[src/hdl/rgb_to_hsv_converter_top_macros.svh]
// Assertion macros shared by the RTL; ASSERT_OFF strips them out.
// Both macros sample on clk; the first is gated by the active-low reset rst_n.
`ifndef RGB_TO_HSV_CONVERTER_TOP_MACROS_SVH
`define RGB_TO_HSV_CONVERTER_TOP_MACROS_SVH
`ifndef ASSERT_OFF
`define RHC_ASSERT(label, prop, msg) \
  label: assert property (@(posedge clk) disable iff (!rst_n) prop) else $error(msg);
`define RHC_ASSERT_NORST(label, prop, msg) \
  label: assert property (@(posedge clk) prop) else $error(msg);
`else
`define RHC_ASSERT(label, prop, msg)
`define RHC_ASSERT_NORST(label, prop, msg)
`endif
`endif

[src/hdl/rhc_pkg.sv]
package rhc_pkg;

  // Number of division cells: one quotient bit per cell, 13 bits per lane
  localparam int RHC_CELLS = 13;

  localparam logic [14:0] HUE_BASE_R = 15'd0;
  localparam logic [14:0] HUE_BASE_G = 15'd7680;
  localparam logic [14:0] HUE_BASE_B = 15'd15360;
  localparam logic [15:0] HUE_FULL   = 16'd23040;

  // One restoring-division lane: partial remainder, numerator bits still
  // to shift in (MSB first), divisor and quotient collected so far.
  typedef struct packed {
    logic [7:0]  rem;
    logic [12:0] num;
    logic [7:0]  div;
    logic [12:0] quo;
  } rhc_lane_t;

  typedef struct packed {
    rhc_lane_t   sat;
    rhc_lane_t   hue;
    logic [14:0] base;
    logic        neg;
    logic        undef;
    logic [7:0]  value;
  } rhc_item_t;

  // Shift in one numerator bit, compare, subtract: one quotient bit.
  function automatic rhc_lane_t rhc_div_step(rhc_lane_t l);
    rhc_lane_t  o;
    logic [8:0] t;
    logic [8:0] d;
    o = l;
    t = {l.rem, l.num[12]};
    d = t - {1'b0, l.div};
    if (t >= {1'b0, l.div}) begin
      o.rem = d[7:0];
      o.quo = {l.quo[11:0], 1'b1};
    end else begin
      o.rem = t[7:0];
      o.quo = {l.quo[11:0], 1'b0};
    end
    o.num = {l.num[11:0], 1'b0};
    return o;
  endfunction

endpackage

[src/hdl/rhc_front.sv]
module rhc_front (
  input  logic              clk,
  input  logic              rst_n,
  input  logic              up_valid,
  output logic              up_ready,
  input  logic [7:0]        red,
  input  logic [7:0]        green,
  input  logic [7:0]        blue,
  output logic              dn_valid,
  input  logic              dn_ready,
  output rhc_pkg::rhc_item_t dn_data
);
  import rhc_pkg::*;

  logic       valid_r, valid_nxt;
  rhc_item_t  data_r, data_nxt;
  logic [7:0] mx, mn, span, hi, lo, d;
  logic [11:0] x15;
  logic [14:0] base;
  logic        neg;

  assign up_ready = !valid_r || dn_ready;

  always_comb begin
    mx = red;
    mn = red;
    if (green > mx) mx = green;
    if (blue > mx)  mx = blue;
    if (green < mn) mn = green;
    if (blue < mn)  mn = blue;
    span = mx - mn;

    // ties go to red, then green
    priority if (red == mx) begin
      base = HUE_BASE_R; hi = green; lo = blue;
    end else if (green == mx) begin
      base = HUE_BASE_G; hi = blue;  lo = red;
    end else begin
      base = HUE_BASE_B; hi = red;   lo = green;
    end
    neg = hi < lo;
    d   = neg ? (lo - hi) : (hi - lo);
    // 3840 = 15 * 256: scale by 15 here, the 256 comes from the fraction bits
    x15 = {d, 4'b0000} - {4'b0000, d};
  end

  always_comb begin
    data_nxt.sat.rem = {1'b0, span[7:1]};
    data_nxt.sat.num = {span[0], 12'h000};
    data_nxt.sat.div = mx;
    data_nxt.sat.quo = '0;
    data_nxt.hue.rem = {1'b0, x15[11:5]};
    data_nxt.hue.num = {x15[4:0], 8'h00};
    data_nxt.hue.div = span;
    data_nxt.hue.quo = '0;
    data_nxt.base    = base;
    data_nxt.neg     = neg;
    data_nxt.undef   = (span == 8'd0);
    data_nxt.value   = mx;
    valid_nxt = up_valid ? 1'b1 : (valid_r && !dn_ready);
  end

  always_ff @(posedge clk) begin
    if (!rst_n) begin
      valid_r <= 1'b0;
    end else if (up_ready) begin
      valid_r <= valid_nxt;
    end
  end

  always_ff @(posedge clk) begin
    if (up_ready && up_valid) begin
      data_r <= data_nxt;
    end
  end

  assign dn_valid = valid_r;
  assign dn_data  = data_r;

endmodule

[src/hdl/rhc_cell.sv]
module rhc_cell (
  input  logic               clk,
  input  logic               rst_n,
  input  logic               up_valid,
  output logic               up_ready,
  input  rhc_pkg::rhc_item_t up_data,
  output logic               dn_valid,
  input  logic               dn_ready,
  output rhc_pkg::rhc_item_t dn_data
);
  import rhc_pkg::*;

  logic      valid_r;
  rhc_item_t data_r, data_nxt;

  assign up_ready = !valid_r || dn_ready;

  always_comb begin
    data_nxt     = up_data;
    data_nxt.sat = rhc_div_step(up_data.sat);
    data_nxt.hue = rhc_div_step(up_data.hue);
  end

  always_ff @(posedge clk) begin
    if (!rst_n) begin
      valid_r <= 1'b0;
    end else if (up_ready) begin
      valid_r <= up_valid;
    end
  end

  always_ff @(posedge clk) begin
    if (up_ready && up_valid) begin
      data_r <= data_nxt;
    end
  end

  assign dn_valid = valid_r;
  assign dn_data  = data_r;

endmodule

[src/hdl/rhc_back.sv]
module rhc_back (
  input  logic               clk,
  input  logic               rst_n,
  input  logic               up_valid,
  output logic               up_ready,
  input  rhc_pkg::rhc_item_t up_data,
  output logic               out_valid,
  input  logic               out_ready,
  output logic [14:0]        hue,
  output logic               hue_undefined,
  output logic [12:0]        saturation,
  output logic [7:0]         value
);
  import rhc_pkg::*;

  logic        valid_r;
  logic [14:0] hue_r, hue_nxt;
  logic        undef_r;
  logic [12:0] sat_r, sat_nxt;
  logic [7:0]  value_r;
  logic [15:0] sum;
  logic [11:0] mag;

  assign up_ready = !valid_r || out_ready;

  always_comb begin
    mag = up_data.hue.quo[11:0];
    if (up_data.neg) begin
      sum = {1'b0, up_data.base} - {4'b0000, mag};
      // wrap below zero back onto the circle
      if (sum[15]) sum = sum + HUE_FULL;
    end else begin
      sum = {1'b0, up_data.base} + {4'b0000, mag};
    end
    hue_nxt = up_data.undef ? 15'd0 : sum[14:0];
    // black pixel divides by zero: force saturation to zero
    sat_nxt = (up_data.value == 8'd0) ? 13'd0 : up_data.sat.quo;
  end

  always_ff @(posedge clk) begin
    if (!rst_n) begin
      valid_r <= 1'b0;
    end else if (up_ready) begin
      valid_r <= up_valid;
    end
  end

  always_ff @(posedge clk) begin
    if (up_ready && up_valid) begin
      hue_r   <= hue_nxt;
      undef_r <= up_data.undef;
      sat_r   <= sat_nxt;
      value_r <= up_data.value;
    end
  end

  assign out_valid     = valid_r;
  assign hue           = hue_r;
  assign hue_undefined = undef_r;
  assign saturation    = sat_r;
  assign value         = value_r;

endmodule

[src/hdl/rgb_to_hsv_converter_top.sv]
// RGB to HSV converter. Takes one pixel per clock while in_tready is high and
// returns one result per pixel, in order. A front stage finds max, min and
// hue sector, thirteen cells of a restoring divider each add one quotient bit
// to both the saturation and the hue division, and a back stage applies the
// sector base and the wrap. Every stage has its own valid bit and may advance
// into an empty slot, so bubbles close up while the output is stalled. Hue is
// in 1/64 degree (0..23039) and reads 0 with tuser set for gray pixels;
// saturation uses 4096 for 1.0.
`include "rgb_to_hsv_converter_top_macros.svh"
module rgb_to_hsv_converter_top (
  input  logic        clk,
  input  logic        rst_n,
  input  logic        in_tvalid,
  output logic        in_tready,
  input  logic [23:0] in_tdata,   // red[7:0], green[15:8], blue[23:16]
  output logic        out_tvalid,
  input  logic        out_tready,
  output logic [39:0] out_tdata,  // hue[14:0], saturation[27:15], value[35:28], zero
  output logic        out_tuser   // hue_undefined
);
  import rhc_pkg::*;

  logic      cv   [RHC_CELLS+1];
  logic      crdy [RHC_CELLS+1];
  rhc_item_t cd   [RHC_CELLS+1];

  logic [14:0] hue;
  logic        hue_undefined;
  logic [12:0] saturation;
  logic [7:0]  value;

  rhc_front u_front (
    .clk      (clk),
    .rst_n    (rst_n),
    .up_valid (in_tvalid),
    .up_ready (in_tready),
    .red      (in_tdata[7:0]),
    .green    (in_tdata[15:8]),
    .blue     (in_tdata[23:16]),
    .dn_valid (cv[0]),
    .dn_ready (crdy[0]),
    .dn_data  (cd[0])
  );

  for (genvar k = 0; k < RHC_CELLS; k++) begin : g_cell
    rhc_cell u_cell (
      .clk      (clk),
      .rst_n    (rst_n),
      .up_valid (cv[k]),
      .up_ready (crdy[k]),
      .up_data  (cd[k]),
      .dn_valid (cv[k+1]),
      .dn_ready (crdy[k+1]),
      .dn_data  (cd[k+1])
    );
  end

  rhc_back u_back (
    .clk           (clk),
    .rst_n         (rst_n),
    .up_valid      (cv[RHC_CELLS]),
    .up_ready      (crdy[RHC_CELLS]),
    .up_data       (cd[RHC_CELLS]),
    .out_valid     (out_tvalid),
    .out_ready     (out_tready),
    .hue           (hue),
    .hue_undefined (hue_undefined),
    .saturation    (saturation),
    .value         (value)
  );

  assign out_tdata = {4'b0000, value, saturation, hue};
  assign out_tuser = hue_undefined;

  `RHC_ASSERT(a_gray_hue_zero, out_tvalid && out_tuser |-> out_tdata[14:0] == 15'd0, "gray pixel with nonzero hue")
  `RHC_ASSERT(a_hue_range, out_tvalid |-> out_tdata[14:0] < 15'd23040, "hue beyond full circle")
  `RHC_ASSERT(a_colour_sat, out_tvalid && !out_tuser |-> out_tdata[27:15] != 13'd0, "coloured pixel with zero saturation")
  `RHC_ASSERT(a_sat_range, out_tvalid |-> out_tdata[27:15] <= 13'd4096, "saturation above one")
  `RHC_ASSERT(a_black_sat, out_tvalid && out_tdata[35:28] == 8'd0 |-> out_tdata[27:15] == 13'd0 && out_tuser, "black pixel not gray")

endmodule
[config.mk]
export PLATFORM = sky130hd
export DESIGN_NAME = rgb_to_hsv_converter_top
export DESIGN_NICKNAME = d
export VERILOG_FILES = /design/src/hdl/rhc_pkg.sv /design/src/hdl/rhc_front.sv /design/src/hdl/rhc_cell.sv /design/src/hdl/rhc_back.sv /design/src/hdl/rgb_to_hsv_converter_top.sv
export VERILOG_INCLUDE_DIRS = /design/src /design/src/hdl
export SDC_FILE = /design/constraint.sdc
export NUM_CORES = 1
export LEC_CHECK = 0
export ABC_AREA = 1
export BUFFER_PORTS_ARGS = -buffer_cell sky130_fd_sc_hd__clkbuf_2
export CELL_PAD_IN_SITES_DETAIL_PLACEMENT = 1
export CELL_PAD_IN_SITES_GLOBAL_PLACEMENT = 2
export CORE_AREA = 2 2 346 245
export DETAILED_ROUTE_END_ITERATION = 12
export DIE_AREA = 0 0 348 247
export PLACE_DENSITY_LB_ADDON = 0.1
export SYNTH_ARGS = -nofsm -noshare
export SYNTH_HDL_FRONTEND = slang
export SYNTH_SLANG_ARGS = --single-unit
export TNS_END_PERCENT = 5
[constraint.sdc]
create_clock -name clk -period 9.25 [get_ports clk]
set_clock_uncertainty 0.15 [all_clocks]
set_input_delay 1.85 -clock clk [delete_from_list [all_inputs] [get_ports clk]]
set_output_delay 1.85 -clock clk [all_outputs]
set_load 0.05 [all_outputs]
==> Yosys cells after proc, flatten, opt, wreduce, memory -nomap -nowiden <==
Cells that the tools add are included.
{ "classes": {"addsub": 31, "n_lt_le_gt_ge": 31, "eq_ne": 2, "reduce_logical": 49, "mux": 62} }
{ "ops": {"columns": ["cell", "count"], "rows": [
  ["$mux 8", 33],
  ["$ge 9x8->1", 24],
  ["$sub 8x8->8", 27],
  ["$mux 15", 2],
  ["$mux 1", 26],
  ["$lt 8x8->1", 3],
  ["$eq 8x8->1", 2],
  ["$ge 8x8->1", 2],
  ["$gt 8x8->1", 2],
  ["$logic_and 1x1->1", 16],
  ["$logic_not 1->1", 16],
  ["$logic_not 8->1", 2],
  ["$sub 15x12->16", 1],
  ["$add 15x12->15", 1],
  ["$add 15x15->15 const B", 1],
  ["$logic_or 1x1->1", 15],
  ["$mux 14", 1],
  ["$sub 12x8->12", 1]
]} }
{ "totals": {"out_inout_bits": 43, "ff_bits": 897, "inputBits": 28, "word_cells": 338} }

==> Longest topological paths before layout <==
Gate-level depths: netlist of the first run.
{ "depth": {"word_depth": 18, "mapped_depth": 57, "mapped_depth_nobuf": 55} }

==> Modules after synthesis <==
Synthesis of the first run repeated with hierarchy kept, for this count alone.
{ "hier_totals": {"hier_cells": 5365, "area_unflattened_um2": 65803.1} }
{ "modules_own_cells": {"columns": ["mod", "cells_per_inst", "seq_area_each_um2", "area_each_um2", "n_inst"], "rows": [
  ["rhc_cell at g_cell[10].u_cell ...", 332, 3233.1, 4433.0, 9],
  ["rhc_cell at g_cell[3].u_cell ...", 333, 3233.1, 4584.4, 3],
  ["rhc_front", 646, 1011.0, 4625.7, 1],
  ["rhc_cell at g_cell[0].u_cell", 333, 3233.1, 4509.3, 1],
  ["rhc_back", 394, 1131.1, 2984.1, 1],
  ["rgb_to_hsv_converter_top", 5, 0.0, 33.8, 1]
]} }

==> Least setup slack after synthesis of the first run <==
Ideal clock, no wire load.
{ "synth_path": {"path_type": "input port to flip-flop", "from": "in in_tdata[7]", "to": "reg u_front.data_r (netlist bit u_front.dn_data[65]), data pin", "setup_ps": 252, "arrival_ps": 7786, "path_slack_ps": 1062, "cell_stages": 50, "cell_sequence": "inv_1 -> ha_1 -> a21o_1 -> nor2_2 -> nand2_4 -> nand2_4 -> buf_6 -> nand2_1 -> nand2_1 -> inv_1 -> ha_1 -> inv_1 -> nor2_1 -> o21ai_1 -> nand2_1 -> nand2_1 -> nand2_1 -> nand2_2 -> [14 not listed] -> o21ai_0 -> nand4_1 -> nand2_2 -> clkinv_1 -> o211ai_1 -> o21ai_0 -> o221ai_1 -> xor2_1 -> inv_1 -> ha_1 -> inv_1 -> o21bai_1 -> inv_1 -> nand2_2 -> nand2_2 -> nand2_1 -> nand2_1 -> nand2_1"} }
{ "synth_rtl": {"columns": ["element", "line_no", "text"], "rows": [
  ["from (decl)", "rgb_to_hsv_converter_top.sv:15", "input logic [23:0] in_tdata,"],
  ["to (signal assigned)", "rhc_front.sv:73", "data_r <= data_nxt;"],
  ["to (decl)", "rhc_front.sv:16", "rhc_item_t data_r, data_nxt;"]
]} }

==> summary.txt, run 1 <==
Run status
  – Status: finished clean

CTS
  – H-tree levels: 3
  – Total CTS buffers: 75
  – Clock Latency Late Sink: 0.64 ns
  – Clock root cell: clkbuf_16
  – Clock Sinks: 721
  – CTS max path bufs: 3
  – CTS tree: built
  – Clk slew on worst S/H paths: 0.06 ns

GRT
  – Antenna violations before repair: 0
  – Vias in the first global route: 23000
  – Largest net degree at the start of global routing: 61
  – Grt ovf: 0
  – Total track usage: 17.8%
  – First-pass GRT wire length: roughly 120000 µm

Routing
  – # DRC: 0
  – Initial DRC count: roughly 1100
  – Drt via density: approximately 5
  – Number of nets with antenna violations after routing: 0
  – Routed WL: between 70000 and 80000 µm
  – Routed vias: roughly 22000
  – DR WL/cell: 17.1 µm
  – Pre-antenna DRT Iters: 5

Setup path
  – Crit path largest cell delay: ~0.34 ns
  – Worst EP arrival: 8.82 ns
  – Max FO, Critical Path: 28
  – CP Capture Type: flip-flop
  – CP max-delay cell: ha_1
  – Type of origin of the critical path: primary input
  – Crit path top cell by count: nand2_1
  – Worst path required time: 9.47 ns
  – Worst setup path category: primary input to flip-flop

Cells and area
  – Nets: 3571
  – Antenna fix cells: 0
  – Share of layout cells above drive strength 1: 8.82%
  – Utilization after layout: 47.8%
  – Area growth from synthesis to layout: 12.5%
  – Fill count: a little under 9000
  – Finished Layout Cells: 4403

Timing
  – Worst slew margin: between 20% and 30%
  – Hold Fails Final Rpt: 0
  – Least-Margin Pin Slew: 1.13 ns
  – # setup viols final: 0
  – Slew Limit Fails: 0
  – Final worst-path cycle share: 92.9%
  – Max Fclk: 116 MHz
  – Minimum clock period: 8.60 ns

Synthesis
  – Adder-Cell Fraction of Synth Area: a little over a tenth
  – Post-synthesis cell count: 3123
  – Post-synthesis mux area share: 0%
  – Unique masters post-synth: 51
  – Synth warn: 0
  – Largest family of logic cells by synthesized area: simple AND/OR/NAND/NOR gates
  – Synth Area in Simple Gates: approximately 11%
  – XOR/XNOR share of the synthesized area: 3.37%
  – Register area share after synthesis: around 61%
  – Cell area after synthesis: 35300 µm²
  – Post-synth EDFFs: a little over 700
  – Avg Cell Area, Syn: 11.3 µm²
  – Post-synthesis compound-gate area fraction: 7.77%
  – Asr flop ratio synth: 0%
  – Synth Flop Type: edfxtp_1
  – Seq cells post-synth: ~720

Power and ir drop
  – Gate power share: around 16%
  – Reg power frac: 46.4%
  – Pwr Density: 208 nW/µm²
  – Switch Pwr: 2.25 mW
  – Max VDD drop: 0.134 mV
  – Power Internal: 6.01 mW
  – Leakage: 16.1 nW
  – Switch share: 27.2%
  – Clock power frac: 37.9%

Floorplanning
  – I/O Pins: slightly above 70
  – Num rows: 89
  – Core Region: approximately 83000 µm²
  – Die Ht: 247 µm
  – Initial Util: 42.5%
  – Die X: 348 µm
  – Die footprint: 86000 µm²

Placement
  – Placed insts: 4264
  – Placer's final routability congestion estimate: 0.833
  – Dpl hpwl: 56500 µm
  – Buffers on Ports: 66

Run
  – Max_cap viols: 0

Min path
  – Hold Path Class: flip-flop to flip-flop
## cell families (layout without fill, tap and decap cells)
| logic type | after synthesis | count (layout) |
|---|---|---|
| flops | 721 | 721 |
| other cells | 1 | 4 |
| buf+inv | 556 | 741 |
| xor+xnor | 136 | 136 |
| fa+ha+maj | 292 | 292 |
| compound gates | 502 | 502 |
| simple gates | 915 | 915 |
## power by group through the flow
| stage | Clock (mW) | Combinational, mW | Sequential, mW |
|---|---|---|---|
| floorplan | 0 | 0.951 | 3.85 |
| global placement | 0 | 1.25 | 3.91 |
| detailed placement | 0 | 1.29 | 3.91 |
| CTS | 3.22 | 1.30 | 3.84 |
| global route | 3.34 | 1.49 | 3.85 |
| finish | 3.13 | 1.29 | 3.83 |
## metrics by stage
| step | hold WS, ns | total power, mW | setup TNS (ns) | setup WS [ns] | area (µm²) |
|---|---|---|---|---|---|
| floorplan | 0.250 | 4.80 | 0 | 1.06 | 35400 |
| global placement | 0.251 | 5.15 | 0 | 0.126 | 37100 |
| detailed placement | 0.255 | 5.19 | -0.263 | -0.106 | 37100 |
| CTS | 0.264 | 8.36 | 0 | 0.513 | 39600 |
| global route | 0.269 | 8.68 | -0.0204 | -0.0204 | 39800 |
| finish | 0.259 | 8.26 | 0 | 0.654 | 39800 |
## worst max-delay path: cells and delay by family
kind            cells  cell delay [ns]
simple gates       26             3.24
buf+inv             9             1.34
compound gates      6             0.99
fa+ha+maj           3             0.92
xor+xnor            2             0.42
## layout by cell type (no fill, tap or decap), types with 66 or more instances in the layout
master / count
xor2_1: 99
clkbuf_16: 75
nand3_1: 96
clkbuf_2: 66
nand2_1: 374
ha_1: 263
nor2_1: 309
a21oi_1: 210
o21ai_0: 201
inv_1: 496
edfxtp_1: 706
## sequential cells by signal (all words and copies together), names as in the netlist
register                cells
u_back.value                8
u_front.dn_valid            1
u_front.dn_data            33
g_cell.u_cell.dn_valid     13
u_back.saturation          13
u_back.hue                 15
g_cell.u_cell.dn_data     636
u_back.out_valid            1
u_back.hue_undefined        1
## synthesized netlist by cell type (7+ instances only)
cell	number	area share, %
clkbuf_1	35	0.37
nand4_1	23	0.41
nand2_2	21	0.37
ha_1	264	9.3
o22ai_1	10	0.18
nand3_2	11	0.31
o31ai_1	20	0.42
nand2_1	374	4.0
nor4_1	9	0.16
edfxtp_1	706	60
xor2_1	99	2.5
inv_2	7	0.074
a31oi_1	11	0.19
fa_1	28	1.6
nor2_2	8	0.14
o21ai_0	203	2.9
dfxtp_1	15	0.85
nor3_1	37	0.52
inv_1	502	5.3
xnor2_1	37	0.92
a221oi_1	15	0.37
a21oi_1	210	3.0
nand3_1	96	1.4
nor2_1	317	3.4
## routing by layer
| layer | vias to the layer above | GRT usage [%] | share of wire [%] |
|---|---|---|---|
| met1 | 10600 | 25.6 | 51 |
| met3 | 100 | 3.00 | 2.8 |
| met2 | 233 | 28.3 | 44 |
| met5 | - | 0 | 0 |
| met4 | 0 | 4.23 | 2.0 |
| li1 | 11000 | - | - |
## final cells by class
class / instances / area, µm² / area share [%]
sequential: 721 / 21500 / 54.1
timing repair buffer: 93 / 546 / 1.37
inverter: 511 / 1920 / 4.84
clock inverter: 52 / 641 / 1.61
clock buffer: 85 / 1910 / 4.81
multi-input combinational: 1849 / 11900 / 29.9
tap: 1092 / 1370 / 3.44
## path summary, 6_finish.rpt
check,start,to,slack (ns),cells after the start
max,in_tdata[6],u_front.dn_data[64],0.65,46
min,g_cell[0].u_cell.dn_data[55],g_cell[1].u_cell.dn_data[56],0.26,0
max reg2reg,u_back.out_valid,u_front.dn_data[56],4.13,32
min reg2reg,g_cell[0].u_cell.dn_data[55],g_cell[1].u_cell.dn_data[56],0.26,0
## repair_timing
action,CTS,global route
resized for setup,0,22
hold buffers,0,0
hold endpoints to repair,0,0
buffers inserted,0,2
setup endpoints to repair,0,6
(Power assumes the default switching activity.)
==> inputs of run 2 (changes only) <==
--- a/config.mk
+++ b/config.mk
@@ -10,9 +10,9 @@
 export BUFFER_PORTS_ARGS = -buffer_cell sky130_fd_sc_hd__clkbuf_2
 export CELL_PAD_IN_SITES_DETAIL_PLACEMENT = 1
 export CELL_PAD_IN_SITES_GLOBAL_PLACEMENT = 2
-export CORE_AREA = 2 2 346 245
+export CORE_AREA = 4 4 248 347
 export DETAILED_ROUTE_END_ITERATION = 12
-export DIE_AREA = 0 0 348 247
+export DIE_AREA = 0 0 252 351
 export PLACE_DENSITY_LB_ADDON = 0.1
 export SYNTH_ARGS = -nofsm -noshare
 export SYNTH_HDL_FRONTEND = slang
==> run 2 against run 1 <==
Net effect:
- global-route usage fell by 0.44 points
- power shrank 1.5%
- design area fell by 0.46%
- clock power decreased by 4%
- first-iteration DRC count down 45%
- routed wire length grew 0.66%
- sequential power is essentially flat
- utilization decreased by 0.054 points
- sequential cell count stayed put
- register-to-register slack gained 0.46 ns
- critical path depth increased by 3
- largest cell class unchanged
==> summary.txt, run 2 (synthesis results as in run 1) <==
Run status
  – Status: finished clean (unchanged)

GRT
  – Largest net degree at the start of global routing: 59 (was 61)
  – Total track usage: 17.4% (was 17.8%)
  – First-pass GRT wire length: 124000 µm (was 122000 µm)
  – Antenna violations before repair: 0 (unchanged)
  – Vias in the first global route: 24700 (was 23000)
  – Grt ovf: 0 (unchanged)

Cells and area
  – Area growth from synthesis to layout: 12.0% (was 12.5%)
  – Nets: 3582 (was 3571)
  – Fill count: 8882 (was 8801)
  – Most frequent cells in the layout: edfxtp_1, inv_1, nand2_1 (unchanged)
  – Utilization after layout: 47.8% (about the same)
  – Largest register FFs: 636 (unchanged)
  – Finished Layout Cells: 4400 (was 4403)
  – Share of layout cells above drive strength 1: 8.52% (was 8.82%)
  – Commonest non-fill, non-tap cell in the layout: edfxtp_1 (unchanged)
  – Design area: 39600 µm² (was 39800 µm²)
  – Antenna fix cells: 0 (unchanged)

Power and ir drop
  – Pwr Density: 206 nW/µm² (was 208 nW/µm²)
  – Leakage: 16.1 nW (about the same)
  – Switch Pwr: 2.18 mW (was 2.25 mW)
  – Reg power frac: 47.3% (was 46.4%)
  – Clock power frac: 36.7% (was 37.9%)
  – Power, Total: 8.14 mW (was 8.26 mW)
  – Switch share: 26.8% (was 27.2%)
  – Max VDD drop: 0.144 mV (was 0.134 mV)
  – Gate power share: 15.9% (was 15.7%)
  – Power Internal: 5.96 mW (was 6.01 mW)

Setup path
  – Reg2Reg Setup Slack: 4.59 ns (was 4.13 ns)
  – Crit path largest cell delay: 0.48 ns (was 0.34 ns)
  – Type of origin of the critical path: primary input (unchanged)
  – Worst setup path category: primary input to flip-flop (unchanged)
  – Worst path required time: 9.46 ns (was 9.47 ns)
  – CP max-delay cell: xnor2_1 (was ha_1)
  – Max FO, Critical Path: 16 (was 28)
  – CP Capture Type: flip-flop (unchanged)
  – Worst EP arrival: 8.49 ns (was 8.82 ns)
  – Crit path top cell by count: nand2_1 (unchanged)

CTS
  – Clock Latency Late Sink: 0.61 ns (was 0.64 ns)
  – CTS tree: built (unchanged)
  – Hold_buf cts: 0 (unchanged)
  – Clock root cell: clkbuf_16 (unchanged)
  – Clock Sinks: 721 (unchanged)
  – H-tree levels: 3 (unchanged)
  – Cts repair resizes: 0 (unchanged)
  – Total CTS buffers: 75 (unchanged)
  – CTS max path bufs: 3 (unchanged)
  – Post-CTS Setup Bufs: 0 (unchanged)
  – Clk slew on worst S/H paths: 0.06 ns (about the same)

Floorplanning
  – I/O Pins: 71 (unchanged)
  – Die Ht: 351 µm (was 247 µm)
  – Initial Util: 42.6% (was 42.5%)
  – Die X: 252 µm (was 348 µm)
  – Die footprint: 88500 µm² (was 86000 µm²)
  – Core Region: 82900 µm² (was 83200 µm²)
  – Num rows: 125 (was 89)

Timing
  – Slew Limit Fails: 0 (unchanged)
  – # setup viols final: 0 (unchanged)
  – Max Fclk: 121 MHz (was 116 MHz)
  – Final worst-path cycle share: 89.5% (was 92.9%)
  – Least-Margin Pin Slew: 1.07 ns (was 1.13 ns)
  – RSZ-0062 raised after global routing: false
  – Worst slew margin: 28.4% (was 24.4%)
  – Setup TNS: 0 ns (unchanged)
  – Hold Fails Final Rpt: 0 (unchanged)
  – Minimum clock period: 8.28 ns (was 8.60 ns)

Run
  – Max_cap viols: 0 (unchanged)

Min path
  – Hold Path Class: flip-flop to flip-flop (unchanged)

Placement
  – Placed insts: 4264 (unchanged)
  – Buffers on Ports: 66 (unchanged)
  – Dpl hpwl: 60300 µm (was 56500 µm)
  – Placer's final routability congestion estimate: 0.881 (was 0.833)
  – Placed cell area: 37200 µm² (was 37100 µm²)

Routing
  – Routed WL: 75700 µm (was 75200 µm)
  – Number of nets with antenna violations after routing: 0 (unchanged)
  – Initial DRC count: 620 (was 1133)
  – Drt via density: 5.06 (was 4.97)
  – # DRC: 0 (unchanged)
  – DR WL/cell: 17.2 µm (was 17.1 µm)
  – Routed vias: 22200 (was 21900)
  – Pre-antenna DRT Iters: 5 (unchanged)
## run 2: changes by cell type in the layout (fill, tap and decap cells not counted), moves of 4 or more
cell / previous run / this run
inv_6: 1 / 6
clkinvlp_4: 11 / 3
buf_4: 26 / 38
a221oi_1: 3 / 15
a221oi_2: 12 / 0
inv_16: 4 / 0
## run 2: path summary, 6_finish.rpt
kind	cells after the start	endpoint	startpoint
max	49	u_front.dn_data[65]	in_tdata[7]
max reg2reg	32	g_cell[0].u_cell.dn_data[64]	u_back.out_valid
min	0	g_cell[1].u_cell.dn_data[19]	g_cell[0].u_cell.dn_data[19]
min reg2reg	0	g_cell[1].u_cell.dn_data[19]	g_cell[0].u_cell.dn_data[19]
## run 2: routing by layer
metal | up-vias | routed length, µm | GRT usage, %
met4 | 0 | 2120 | 5.44
met2 | 229 | 47000 | 38.5
met3 | 143 | 1930 | 2.37
met5 | - | 0 | 0
li1 | 11000 | - | -
met1 | 10900 | 24700 | 15.4
## run 2: power groups by stage
stage | Combinational [mW] | Clock (mW) | Sequential (mW)
2_1_floorplan | 0.951 | 0 | 3.85
3_3_place_gp | 1.28 | 0 | 3.93
3_5_place_dp | 1.31 | 0 | 3.93
4_1_cts | 1.32 | 3.09 | 3.86
5_1_grt | 1.49 | 3.23 | 3.86
6_report | 1.30 | 2.99 | 3.85
## run 2: layout make-up
type / count / area, µm² / area share (%)
inverters: 511 / 1920 / 4.85
clock buffers: 89 / 1950 / 4.93
multi-input cells: 1849 / 11800 / 29.8
flip-flops and latches: 721 / 21500 / 54.3
repair buffers: 104 / 616 / 1.56
well taps: 1079 / 1350 / 3.41
clock inverters: 47 / 472 / 1.19
## run 2: worst max-delay path: cells and delay by family
family,cells,cell delay [ns]
AOI/OAI and AO/OA,6,1.09
buffers and inverters,11,1.37
xor gates and xnor gates,1,0.48
adders and majority gates,4,1.18
and+or+nand+nor,27,2.50
## run 2: per-stage QoR
step	setup slack, ns	hold WS [ns]
after global placement	0.358	0.251
after detailed placement	0.137	0.256
after floorplan	1.06	0.250
after CTS	0.755	0.264
final	0.967	0.261
after global routing	0.159	0.270
